[config.mk]
export PLATFORM = sky130hd
export DESIGN_NAME = positional_list_engine
export DESIGN_NICKNAME = d
export VERILOG_FILES = /design/src/hdl/plist_pkg.sv /design/src/hdl/plist_mem.sv /design/src/hdl/positional_list_engine.sv
export SDC_FILE = /design/constraint.sdc
export NUM_CORES = 1
export LEC_CHECK = 0
export BUFFER_PORTS_ARGS = -buffer_cell sky130_fd_sc_hd__buf_4
export CAP_MARGIN = 20
export CORE_MARGIN = 10
export CORE_UTILIZATION = 56
export CTS_CLUSTER_DIAMETER = 150
export DETAILED_ROUTE_END_ITERATION = 12
export PLACE_DENSITY = 0.76
export SLEW_MARGIN = 20
export SYNTH_ARGS = -nofsm -noshare
export SYNTH_HDL_FRONTEND = slang
export SYNTH_SLANG_ARGS = --single-unit
[constraint.sdc]
create_clock -name clk -period 4.9 [get_ports clk]
set_input_delay 0.735 -clock clk [delete_from_list [all_inputs] [get_ports clk]]
set_output_delay 0.735 -clock clk [all_outputs]
set_load 0.02 [all_outputs]
[src/hdl/plist_pkg.sv]
// Shared constants for the positional list engine: field widths, operation and status codes.
package plist_pkg;

  // Fixed field widths of one item and one result.
  localparam int unsigned VALUE_W = 32;
  localparam int unsigned FUNC_W  = 3;
  localparam int unsigned POS_W   = 8;
  localparam int unsigned STAT_W  = 2;

  // Operation codes carried by func.
  localparam logic [FUNC_W-1:0] FN_INS_HEAD = 3'd0;
  localparam logic [FUNC_W-1:0] FN_INS_TAIL = 3'd1;
  localparam logic [FUNC_W-1:0] FN_INS_POS  = 3'd2;
  localparam logic [FUNC_W-1:0] FN_DEL_HEAD = 3'd3;
  localparam logic [FUNC_W-1:0] FN_DEL_TAIL = 3'd4;
  localparam logic [FUNC_W-1:0] FN_DEL_POS  = 3'd5;
  localparam logic [FUNC_W-1:0] FN_LIST     = 3'd6;

  // Status codes returned with each result.
  localparam logic [STAT_W-1:0] ST_OK    = 2'd0;
  localparam logic [STAT_W-1:0] ST_EMPTY = 2'd1;
  localparam logic [STAT_W-1:0] ST_FULL  = 2'd2;

  // Position that stands for "past the end" and is clamped to the list.
  localparam logic [POS_W-1:0] POS_END = {POS_W{1'b1}};

endpackage

[src/hdl/plist_mem.sv]
// Entry store of the list: one write port and one registered read port.
module plist_mem
  import plist_pkg::*;
#(
  parameter int unsigned DEPTH = 16,
  parameter int unsigned AW    = 4
) (
  input  logic               clk,
  input  logic               wr_en,
  input  logic [AW-1:0]      wr_addr,
  input  logic [VALUE_W-1:0] wr_data,
  input  logic               rd_en,
  input  logic [AW-1:0]      rd_addr,
  output logic [VALUE_W-1:0] rd_data
);

  logic [VALUE_W-1:0] mem [DEPTH];

  // Write port.
  always_ff @(posedge clk) begin
    if (wr_en) begin
      mem[wr_addr] <= wr_data;
    end
  end

  // Read port; the data holds until the next read.
  always_ff @(posedge clk) begin
    if (rd_en) begin
      rd_data <= mem[rd_addr];
    end
  end

endmodule

[src/hdl/positional_list_engine.sv]
// Top level of the positional list engine: operation sequencer, entry store and result register.
//
// The block keeps an ordered list of up to CAPACITY signed 32-bit values in a
// single-port-write, single-port-read memory and works on one item at a time;
// in_stall is high from the cycle after acceptance until the item's last result
// has been loaded into the output register. Every entry move goes through the
// one memory read and write port, one entry per cycle, so an insert or delete
// takes longer the more entries lie behind its position, and a full or empty
// refusal returns only its status. A list emits one result per cycle while
// out_stall is low. Func code 7 is accepted and ignored. The output register
// lets the next item be accepted while the previous result still waits to be
// taken.
module positional_list_engine
  import plist_pkg::*;
#(
  parameter int unsigned CAPACITY = 16
) (
  input  logic                                 clk,
  input  logic                                 rst,
  input  logic                                 in_valid,
  output logic                                 in_stall,
  input  logic [FUNC_W-1:0]                    func,
  input  logic signed [VALUE_W-1:0]            value,
  input  logic [POS_W-1:0]                     position,
  output logic                                 out_valid,
  input  logic                                 out_stall,
  output logic signed [VALUE_W-1:0]            item_value,
  output logic [STAT_W-1:0]                    status,
  output logic [$clog2(CAPACITY+1)-1:0]        length,
  output logic                                 last
);

  localparam int unsigned AW    = $clog2(CAPACITY);
  localparam int unsigned LEN_W = $clog2(CAPACITY + 1);

  typedef enum logic [7:0] {
    S_IDLE = 8'b0000_0001,
    S_DRD  = 8'b0000_0010,
    S_DCAP = 8'b0000_0100,
    S_MOVE = 8'b0000_1000,
    S_PUT  = 8'b0001_0000,
    S_EMIT = 8'b0010_0000,
    S_LRD  = 8'b0100_0000,
    S_LOUT = 8'b1000_0000
  } state_t;

  state_t              state, state_next;
  logic [LEN_W-1:0]    count, count_next;
  logic [AW-1:0]       slot, slot_next;
  logic [AW-1:0]       src, src_next;
  logic [AW-1:0]       dst, dst_next;
  logic [LEN_W-1:0]    moves, moves_next;
  logic                dir_up, dir_up_next;
  logic                pend, pend_next;
  logic [AW-1:0]       idx, idx_next;
  logic [VALUE_W-1:0]  ins_val, ins_val_next;
  logic [VALUE_W-1:0]  res_val, res_val_next;
  logic [STAT_W-1:0]   res_stat, res_stat_next;

  // Memory port controls.
  logic                wr_en;
  logic [AW-1:0]       wr_addr;
  logic [VALUE_W-1:0]  wr_data;
  logic                rd_en;
  logic [AW-1:0]       rd_addr;
  logic [VALUE_W-1:0]  rd_data;

  // Result register load.
  logic                out_free;
  logic                load;
  logic [VALUE_W-1:0]  load_val;
  logic [STAT_W-1:0]   load_stat;
  logic                load_last;

  // Position clamping helpers.
  logic [POS_W-1:0]    cnt8;
  logic [POS_W-1:0]    last8;
  logic [POS_W-1:0]    pos_e;
  logic [POS_W-1:0]    ins_c8;
  logic [POS_W-1:0]    del_c8;
  logic                list_last;

  plist_mem #(
    .DEPTH (CAPACITY),
    .AW    (AW)
  ) u_mem (
    .clk     (clk),
    .wr_en   (wr_en),
    .wr_addr (wr_addr),
    .wr_data (wr_data),
    .rd_en   (rd_en),
    .rd_addr (rd_addr),
    .rd_data (rd_data)
  );

  assign in_stall = (state != S_IDLE);
  assign out_free = !out_valid || !out_stall;

  // Effective position of the requested operation, clamped to the list.
  always_comb begin
    cnt8  = POS_W'(count);
    last8 = cnt8 - POS_W'(1);
    unique case (func) inside
      FN_INS_HEAD, FN_DEL_HEAD: pos_e = '0;
      FN_INS_TAIL, FN_DEL_TAIL: pos_e = POS_END;
      default:                  pos_e = position;
    endcase
    ins_c8 = (pos_e > cnt8) ? cnt8 : pos_e;
    del_c8 = (pos_e > last8) ? last8 : pos_e;
  end

  assign list_last = (LEN_W'(idx) == (count - LEN_W'(1)));

  // Operation sequencer.
  always_comb begin
    state_next    = state;
    count_next    = count;
    slot_next     = slot;
    src_next      = src;
    dst_next      = dst;
    moves_next    = moves;
    dir_up_next   = dir_up;
    pend_next     = pend;
    idx_next      = idx;
    ins_val_next  = ins_val;
    res_val_next  = res_val;
    res_stat_next = res_stat;
    wr_en         = 1'b0;
    wr_addr       = slot;
    wr_data       = ins_val;
    rd_en         = 1'b0;
    rd_addr       = slot;
    load          = 1'b0;
    load_val      = res_val;
    load_stat     = res_stat;
    load_last     = 1'b1;

    unique case (state)
      S_IDLE: begin
        if (in_valid) begin
          res_val_next  = '0;
          res_stat_next = ST_OK;
          pend_next     = 1'b0;
          unique case (func) inside
            FN_INS_HEAD, FN_INS_TAIL, FN_INS_POS: begin
              if (count == LEN_W'(CAPACITY)) begin
                res_stat_next = ST_FULL;
                state_next    = S_EMIT;
              end else begin
                slot_next    = AW'(ins_c8);
                moves_next   = LEN_W'(cnt8 - ins_c8);
                src_next     = AW'(last8);
                dir_up_next  = 1'b1;
                ins_val_next = value;
                state_next   = S_MOVE;
              end
            end
            FN_DEL_HEAD, FN_DEL_TAIL, FN_DEL_POS: begin
              if (count == '0) begin
                res_stat_next = ST_EMPTY;
                state_next    = S_EMIT;
              end else begin
                slot_next   = AW'(del_c8);
                moves_next  = LEN_W'(last8 - del_c8);
                src_next    = AW'(del_c8 + POS_W'(1));
                dir_up_next = 1'b0;
                state_next  = S_DRD;
              end
            end
            FN_LIST: begin
              if (count == '0) begin
                res_stat_next = ST_EMPTY;
                state_next    = S_EMIT;
              end else begin
                idx_next   = '0;
                state_next = S_LRD;
              end
            end
            default: begin
              state_next = S_IDLE;
            end
          endcase
        end
      end

      // Fetch the entry that a delete removes.
      S_DRD: begin
        rd_en      = 1'b1;
        rd_addr    = slot;
        state_next = S_DCAP;
      end

      S_DCAP: begin
        res_val_next = rd_data;
        state_next   = S_MOVE;
      end

      // Move entries by one place: read one entry while writing the previous one.
      S_MOVE: begin
        if (pend) begin
          wr_en   = 1'b1;
          wr_addr = dst;
          wr_data = rd_data;
        end
        if (moves != '0) begin
          rd_en      = 1'b1;
          rd_addr    = src;
          dst_next   = dir_up ? (src + AW'(1)) : (src - AW'(1));
          src_next   = dir_up ? (src - AW'(1)) : (src + AW'(1));
          moves_next = moves - LEN_W'(1);
          pend_next  = 1'b1;
        end else begin
          pend_next = 1'b0;
          if (!pend) begin
            if (dir_up) begin
              state_next = S_PUT;
            end else begin
              count_next = count - LEN_W'(1);
              state_next = S_EMIT;
            end
          end
        end
      end

      // Place the new value in the opened slot.
      S_PUT: begin
        wr_en      = 1'b1;
        wr_addr    = slot;
        wr_data    = ins_val;
        count_next = count + LEN_W'(1);
        state_next = S_EMIT;
      end

      S_EMIT: begin
        if (out_free) begin
          load       = 1'b1;
          state_next = S_IDLE;
        end
      end

      S_LRD: begin
        rd_en      = 1'b1;
        rd_addr    = idx;
        state_next = S_LOUT;
      end

      // Emit one entry per cycle while the result register is free, fetching the next one as this one is loaded.
      S_LOUT: begin
        if (out_free) begin
          load      = 1'b1;
          load_val  = rd_data;
          load_stat = ST_OK;
          load_last = list_last;
          if (list_last) begin
            state_next = S_IDLE;
          end else begin
            idx_next = idx + AW'(1);
            rd_en    = 1'b1;
            rd_addr  = idx + AW'(1);
          end
        end
      end

      default: begin
        state_next = S_IDLE;
      end
    endcase
  end

  // Control registers.
  always_ff @(posedge clk) begin
    if (rst) begin
      state <= S_IDLE;
      count <= '0;
      pend  <= 1'b0;
    end else begin
      state <= state_next;
      count <= count_next;
      pend  <= pend_next;
    end
  end

  // Working registers of the current item.
  always_ff @(posedge clk) begin
    slot     <= slot_next;
    src      <= src_next;
    dst      <= dst_next;
    moves    <= moves_next;
    dir_up   <= dir_up_next;
    idx      <= idx_next;
    ins_val  <= ins_val_next;
    res_val  <= res_val_next;
    res_stat <= res_stat_next;
  end

  // Result register.
  always_ff @(posedge clk) begin
    if (rst) begin
      out_valid <= 1'b0;
    end else if (load) begin
      out_valid <= 1'b1;
    end else if (!out_stall) begin
      out_valid <= 1'b0;
    end
  end

  always_ff @(posedge clk) begin
    if (load) begin
      item_value <= load_val;
      status     <= load_stat;
      length     <= count_next;
      last       <= load_last;
    end
  end

endmodule

### Word level (Yosys, flattened, before mapping)

Memory sizes are Yosys's and may differ from the RTL's. A register that Yosys moved wholly into a read port is not among the register bits.
Index checks and enable logic that the tools add are counted.

| operators by class | value |
|---|---|
| add/sub/neg operators | 10 |
| multiply operators | 0 |
| div/mod/pow operators | 0 |
| $lt $le $gt $ge | 2 |
| eq/ne operators | 33 |
| shift operators | 0 |
| mux-type cells | 76 |
| bitwise gates (word level) | 1 |
| reduce and logical (&&, ||, !) cells | 27 |

Operator list:

| cell | number |
|---|---|
| 2-to-1 mux 32 bit | 5 |
| 2-to-1 mux 4 bit | 18 |
| one-hot mux 32 bit (2 select lines) | 1 |
| one-hot mux 8 bit (8 select lines) | 1 |
| 2-to-1 mux 8 bit | 6 |
| 2-to-1 mux 5 bit | 9 |
| one-hot mux 4 bit (2 select lines) | 4 |
| one-hot mux 5 bit (2 select lines) | 3 |
| inequality test 2 bit (second input constant) | 12 |
| one-hot mux 8 bit (3 select lines) | 1 |
| 2-to-1 mux 6 bit | 3 |
| AND reduction 6 bit | 3 |
| one-hot mux 8 bit (2 select lines) | 1 |
| 2-to-1 mux 1 bit | 14 |
| adder 4 x 1 -> 4 bit (second input constant) | 3 |
| one-hot mux 4 bit (3 select lines) | 1 |
| AND reduction 2 bit | 5 |
| subtractor 5 x 1 -> 5 bit (second input constant) | 2 |
| subtractor 5 bit | 2 |
| equality test 3 bit (second input constant) | 3 |
| equality test 8 x 1 -> 1 bit (second input constant) | 1 |
| equality test 8 x 2 -> 1 bit (second input constant) | 1 |
| equality test 8 x 3 -> 1 bit (second input constant) | 1 |
| equality test 8 x 4 -> 1 bit (second input constant) | 1 |
| other kinds (34) | 48 |

| word-level totals | value |
|---|---|
| register bits | 143 |
| latch bits | 0 |
| RAM bits | 512 |
| ROM bits | 0 |
| input port bits | 47 |
| output and inout bits | 42 |
| word-level logic and storage cells | 167 |
| memories kept | 1 |

Memory list:

| memory | depth | bits a word | read ports | clocked after Yosys merged registers in | wr ports | RTL line | source |
|---|---|---|---|---|---|---|---|
| u_mem.mem | 16 | 32 | 1 | 1 | 1 | plist_mem.sv:17 | `logic [VALUE_W-1:0] mem [DEPTH];` |

### Logic depth before layout (Yosys ltp)

| depth | value |
|---|---|
| word-level depth | 10 |
| mapped depth | 22 |
| depth with buffers taken out | 20 |

### By module

Synthesis repeated with hierarchy kept, for this count alone.

| second synthesis, totals | value |
|---|---|
| cells, all modules | 1464 |
| area total of the unflattened synthesis | 28019.4 sq um |

By module, submodules not included:

| module | instances | cells each | area each (sq um) | seq. area each (sq um) |
|---|---|---|---|---|
| plist_mem | 1 | 838 | 20174.3 | 16335.7 |
| positional_list_engine | 1 | 626 | 7845.0 | 4144.0 |

### Least setup slack after synthesis

OpenSTA, ideal clock, no wires.

| timing path | value |
|---|---|
| kind | input to register |
| start point | input func[1] |
| end point | register moves[4], data pin |
| setup time | 0.149 ns |
| data arrival time | 4.646 ns |
| data required time | 4.751 ns |
| setup slack | 0.105 ns |
| stages on the path | 18 |
| buffers on the path | 1 |
| cells stage by stage | clkbuf_1 nor3b_1 a21oi_1 o21ai_1 ha_1 nor2b_1 o21a_1 o21ai_0 a21oi_1 o22ai_1 mux2i_1 ha_1 inv_1 ha_1 a211o_1 a31o_2 a31oi_1 a2bb2oi_1 |

| on the way | value |
|---|---|
| longest elaborated chain between the ends | 10 |
| elaborated cells on any way between the ends | 22 |
| those cells by class | add/sub: 2; order compare: 2; eq/ne: 5; mux: 8; reduce/logical: 5 |

Ends and longest elaborated chain:

| item | RTL line | source |
|---|---|---|
| start: declaration | positional_list_engine.sv:22 | `input logic [FUNC_W-1:0] func,` |
| equality test 3 x 1 -> 1 bit (no source line) (tied with other cells) | n/a |  |
| OR reduction 2 bit | positional_list_engine.sv:103 | `unique case (func) inside` |
| one-hot mux 8 bit (2 select lines) | positional_list_engine.sv:103 |  |
| > comparator 8 bit or > comparator 8 x 5 -> 1 bit (tied branches) | positional_list_engine.sv:109, positional_list_engine.sv:108 |  |
| 2-to-1 mux 5 bit, on equally long branches | positional_list_engine.sv:109, positional_list_engine.sv:108 |  |
| subtractor 5 bit, on equally long branches | positional_list_engine.sv:164, positional_list_engine.sv:151 |  |
| 2-to-1 mux 5 bit, on equally long branches | positional_list_engine.sv:159, positional_list_engine.sv:146 |  |
| one-hot mux 5 bit (2 select lines) * | positional_list_engine.sv:144 | `unique case (func) inside` |
| 2-to-1 mux 5 bit * | positional_list_engine.sv:140 | `if (in_valid) begin` |
| one-hot mux 5 bit (2 select lines) * | positional_list_engine.sv:138 | `unique case (state)` |
| net moves_next[4] | positional_list_engine.sv:52 | `logic [LEN_W-1:0] moves, moves_next;` |
| end signal: assignment | positional_list_engine.sv:288 | `moves <= moves_next;` |
| end: declaration | positional_list_engine.sv:52 |  |

Mark *: on every way through the listed nets, which the timed path passes. The rest lies on a longest branch. The select of a mux whose other input is x is not followed.
A chain may end at the register's enable or synchronous reset.

### Worst setup path after layout

Ends and elaborated chain as after synthesis.

==> reports/results.md <==
| Stage | Item | Value |
|:---|:---|:---|
| status | Outcome | complete, no violations |
| route | Ratio of routed vias to standard cells | 6.14 |
| synth | Most common flop cell mapped by yosys | sky130_fd_sc_hd__edfxtp_1 |
| critical path | Arrival @ worst endpoint | 4.77 ns |
| pwr | Share of total power in combinational logic | 0.097 |
| route | Wire length per cell | 23.8 um |
| placed design | Gpl congestion | 0.878 |
| clock tree | Number of sinks handled by clock tree synthesis | 687 |
| cells and area | Cell Count, Final, Fillers Out | 2870 |
| sta | Total count of max-transition violations in the final report | 0 |
| critical path | Startpoint of the most critical register-to-register path | count[2] |
| cells and area | Ratio of cells with drive above 1 in the final layout | 0.146 |
| global routing | Overall global routing resource usage | 0.223 |
| pwr | Worst vdd rail ir drop | 0.000247 V |
| sta | Share of the clock period used by the worst path after layout | 0.880 |
| synth | Post-Syn Area | 0.0283 mm^2 |
| synth | Proportion of netlist area held by the largest area contributor | 0.713 |
| route | Wire length reported by the detailed router | 68.3 mm |
| critical path | Critical path depth | 19 |
| critical path | Standard cell with the maximum stage delay on the critical path | sky130_fd_sc_hd__nor3b_1 |
| cells and area | Final Core Density | 0.646 |
| route | Via total after detailed routing | 17600 |
| critical path | Bufs and invs on worst path | 3 |
| clock tree | Total CTS buffers | 68 |
| placed design | # placed instances | 2747 |
| pwr | Power density cells | 399 mW/mm^2 |
| die | Die area | 0.0600 mm^2 |
| worst hold path | Hold Crit Class | in2reg |
| critical path | Cell Chain, Critical Path | buf_4, nor3b_1, a21oi_1, o21ai_1, buf_4, ha_1, nor2b_1, o21a_1, o21ai_0, a21oi_1, o22ai_1, mux2i_1, ha_1, inv_1, ha_1, a211o_1, a31o_2, a31oi_1, a2bb2oi_1 |
| pwr | Clock share of power | 0.385 |
| critical path | CP Class | in2reg |
| cells and area | Count of filler cells inserted in the layout | 3460 |
| pwr | Sw Pwr | 2990 uW |
| job | Number of maximum-capacitance violations | 0 |
| route | Total iterations of the first detailed-routing run | 7 |
| critical path | Largest incremental delay on the critical path | 0.60 ns |
| pwr | Static leakage | 0.0112 uW |
| synth | Mapped Avg Cell Area | 13.9 um^2 |
| cells and area | Most common library cell in the layout ignoring fill and taps | sky130_fd_sc_hd__edfxtp_1 |
| sta | Final critical-path required period | 4.31 ns |
| worst hold path | Worst Min Path Start | value[15] |
| synth | Yosys reg bits | 687 |
| route | Iteration-0 DRC Markers | 2085 |
| pwr | Switching portion of total power | 0.232 |
| sta | Unrepaired setup endpoints after global routing | false |
| critical path | Required time at the endpoint of the critical path | 5.36 ns |
| sta | Worst slew margin relative to its limit | 0.284 |
| critical path | Crit-path most repeated cell | sky130_fd_sc_hd__ha_1 |
| global routing | GR met2 Demand/Resource | 0.375 |
| critical path | Family with the most delay on the worst path | compound AO/OA/AOI/OAI gates |
| clock tree | H-Tree Depth | 3 |
| worst hold path | Hold Path Cell Cnt | 1 |
| clock tree | Hold-fix buffers at CTS | 0 |
| synth | Post-synthesis cell type count | 74 |
| clock tree | Clock Root Buffer | sky130_fd_sc_hd__clkbuf_16 |
| synth | Dominant cells by area after synthesis | sky130_fd_sc_hd__edfxtp_1 (71%), sky130_fd_sc_hd__nand2_1 (6.0%), sky130_fd_sc_hd__a32oi_1 (4.0%) |
| critical path | FF-to-FF path depth | 16 |
| synth | Total number of yosys warnings | 0 |
| die | Starting density of the core | 0.565 |
| synth | Synth async-reset ratio | 0 |
| synth | Synthesized instance count | 2041 |
| global routing | Pin count of the biggest net entering global routing | 73 |
| clock tree | Post-cts repair resize count | 0 |
| clock tree | TritonCTS clock tree | done |
| synth | Post-Synthesis Net Count | 2117 |
| critical path | Sort of element at the end of the critical path | flop |
| cells and area | Area growth from synthesis to layout | 14.2% |
| sta | Worst clock skew | 0.0229 ns |
| clock tree | Clock insertion delay at the later pin of the skew report | 0.61 ns |
| sta | Final Setup Violations | 0 |
| critical path | CP startpoint | func[1] |
| global routing | Global route hottest layer | met2 |
| global routing | Met1 track demand over resource in global routing | 0.283 |
| placed design | DPL Wire Length | 38.6 mm |
| clock tree | Clock transition at the registers of the reported paths | 0.06 ns |
| synth | Cell type with the largest total area after synthesis | sky130_fd_sc_hd__edfxtp_1 |
| route | Post-route DRC | 0 |
| global routing | First-pass GRT wire length | 103 mm |
| pwr | Internal power contribution | 9900 uW |
| synth | Sequential cell area fraction in the yosys report | 0.723 |
| cells and area | Final net count | 2222 |
| global routing | Gr ovfl total | 0 |
| die | Core ar. | 0.0501 mm^2 |
| die | Number of rows created at floorplan | 82 |
| die | Total I/O pin count | 89 |
| synth | Number of synthesized flops with an enable pin | 672 |
| route | Residual antenna-violating net count after detailed routing | 0 |
| sta | Total Negative Setup Slacks | 0 ns |
| critical path | Type of origin of the critical path | primary input |
| global routing | Initial antenna violation count | 1 |
| sta | Highest Clock Rate | 0.232 GHz |
| clock tree | Number of buffers on the longest clock path | 3 |
| cells and area | Area occupied by multi-input gates | 0.00741 mm^2 |
| sta | Transition time at the pin with the least slew margin | 1.07 ns |
| cells and area | Final non-filler cell area | 0.0323 mm^2 |
| pwr | Seq pwr share | 0.518 |
| sta | Number of hold violations in the final report | 0 |
| placed design | Count of port buffers added during placement | 88 |
| die | Die outline height | 245 um |
| critical path | Crit path max fanout | 16 |
| placed design | Instance area after placement | 0.0302 mm^2 |
| clock tree | Post-CTS Setup Repair Bufs | 0 |
| cells and area | Register area | 0.0205 mm^2 |
| cells and area | Most used cells in the layout excluding fill and tap cells | sky130_fd_sc_hd__edfxtp_1 (672), sky130_fd_sc_hd__nand2_1 (445), sky130_fd_sc_hd__buf_4 (132) |
| global routing | Via count of the first global-routing pass | 17500 |
| global routing | Routing usage on met3 | 0.0404 |
| die | Overall die width | 245 um |
## final timing paths
| kind | slack, ns | end |
|---|---|---|
| max | 0.59 | moves[4] |
| min | 0.30 | ins_val[15] |
| min reg2reg | 0.53 | status[0] |
| max reg2reg | 0.77 | moves[4] |
## flip-flops by register name, summed over array words and instances, names as in the netlist, 5 cells and up
name and count:
ins_val 32, u_mem.rd_data 32, state 8, u_mem.mem 512, length 5, moves 5
item_value 32, count 5, res_val 32
## worst register-to-register path: stages (launching register included)
cell                        delay (ns)
sky130_fd_sc_hd__dfxtp_1          0.61
sky130_fd_sc_hd__nor3_1           0.14
sky130_fd_sc_hd__buf_4            0.18
sky130_fd_sc_hd__xnor2_1          0.41
sky130_fd_sc_hd__inv_1            0.10
sky130_fd_sc_hd__ha_1             0.33
sky130_fd_sc_hd__o21ai_0          0.08
sky130_fd_sc_hd__a21oi_1          0.10
sky130_fd_sc_hd__o22ai_1          0.42
sky130_fd_sc_hd__mux2i_1          0.31
sky130_fd_sc_hd__ha_1             0.22
sky130_fd_sc_hd__inv_1            0.05
sky130_fd_sc_hd__ha_1             0.23
sky130_fd_sc_hd__a211o_1          0.26
sky130_fd_sc_hd__a31o_2           0.21
sky130_fd_sc_hd__a31oi_1          0.17
sky130_fd_sc_hd__a2bb2oi_1        0.18
## layer usage
metal | part of all wire | up-vias
li1 | - | 7897
met1 | 0.39 | 8770
met2 | 0.49 | 819
met3 | 0.084 | 147
met4 | 0.032 | 0
met5 | 0 | -
## kinds of logic after synthesis
family,synth area share
flops,0.723
simple gates,0.101
compound gates,0.0902
buf+inv,0.0221
mux,0.0407
xor+xnor,0.00950
fa+ha+maj,0.0131
## through the flow
step	setup slack, ns	hold WS (ns)	total power, uW
after floorplan	0.105	0.477	7610
after global placement	0.187	0.529	7990
after detailed placement	0.0543	0.532	8040
after CTS	0.740	0.270	12900
after global routing	0.221	0.286	13300
final	0.590	0.301	12900
## Yosys cell counts (4+ instances only)
library cell / n
sky130_fd_sc_hd__ha_1: 28
sky130_fd_sc_hd__nor2_1: 82
sky130_fd_sc_hd__or2_2: 5
sky130_fd_sc_hd__nand3_1: 12
sky130_fd_sc_hd__o21ai_1: 60
sky130_fd_sc_hd__xor2_1: 10
sky130_fd_sc_hd__a32oi_1: 129
sky130_fd_sc_hd__mux2i_1: 78
sky130_fd_sc_hd__a31oi_1: 14
sky130_fd_sc_hd__nor3b_1: 4
sky130_fd_sc_hd__and2_1: 39
sky130_fd_sc_hd__edfxtp_1: 672
sky130_fd_sc_hd__a22oi_1: 4
sky130_fd_sc_hd__nor2b_1: 8
sky130_fd_sc_hd__and3_1: 7
sky130_fd_sc_hd__nor3_1: 14
sky130_fd_sc_hd__o21ai_0: 29
sky130_fd_sc_hd__a21o_1: 6
sky130_fd_sc_hd__dfxtp_1: 15
sky130_fd_sc_hd__nand2b_1: 6
sky130_fd_sc_hd__nand2_1: 449
sky130_fd_sc_hd__xnor2_1: 18
sky130_fd_sc_hd__inv_1: 24
sky130_fd_sc_hd__or3_1: 4
sky130_fd_sc_hd__nor4_1: 6
sky130_fd_sc_hd__buf_4: 8
sky130_fd_sc_hd__buf_2: 30
sky130_fd_sc_hd__clkbuf_1: 76
sky130_fd_sc_hd__a21oi_1: 104
sky130_fd_sc_hd__nand4_1: 5
sky130_fd_sc_hd__mux2_2: 33
## power by group through the flow
| stage | sequential [uW] | clock [uW] | combinational, uW |
|---|---|---|---|
| 2_1_floorplan | 6790 | 0 | 814 |
| 3_3_place_gp | 6800 | 0 | 1190 |
| 3_5_place_dp | 6800 | 0 | 1240 |
| 4_1_cts | 6680 | 5020 | 1250 |
| 5_1_grt | 6680 | 5250 | 1360 |
| 6_report | 6680 | 4960 | 1250 |
## final cells by class
cell class	count	share of cell area
repair buffers	153	0.0433
clock buffers	88	0.0585
well taps	672	0.0260
inverters	25	0.00290
diodes	1	0.0000774
clock inverters	33	0.00696
flip-flops and latches	687	0.633
multi-input cells	1211	0.229
Power figures use the tool's default switching activity.
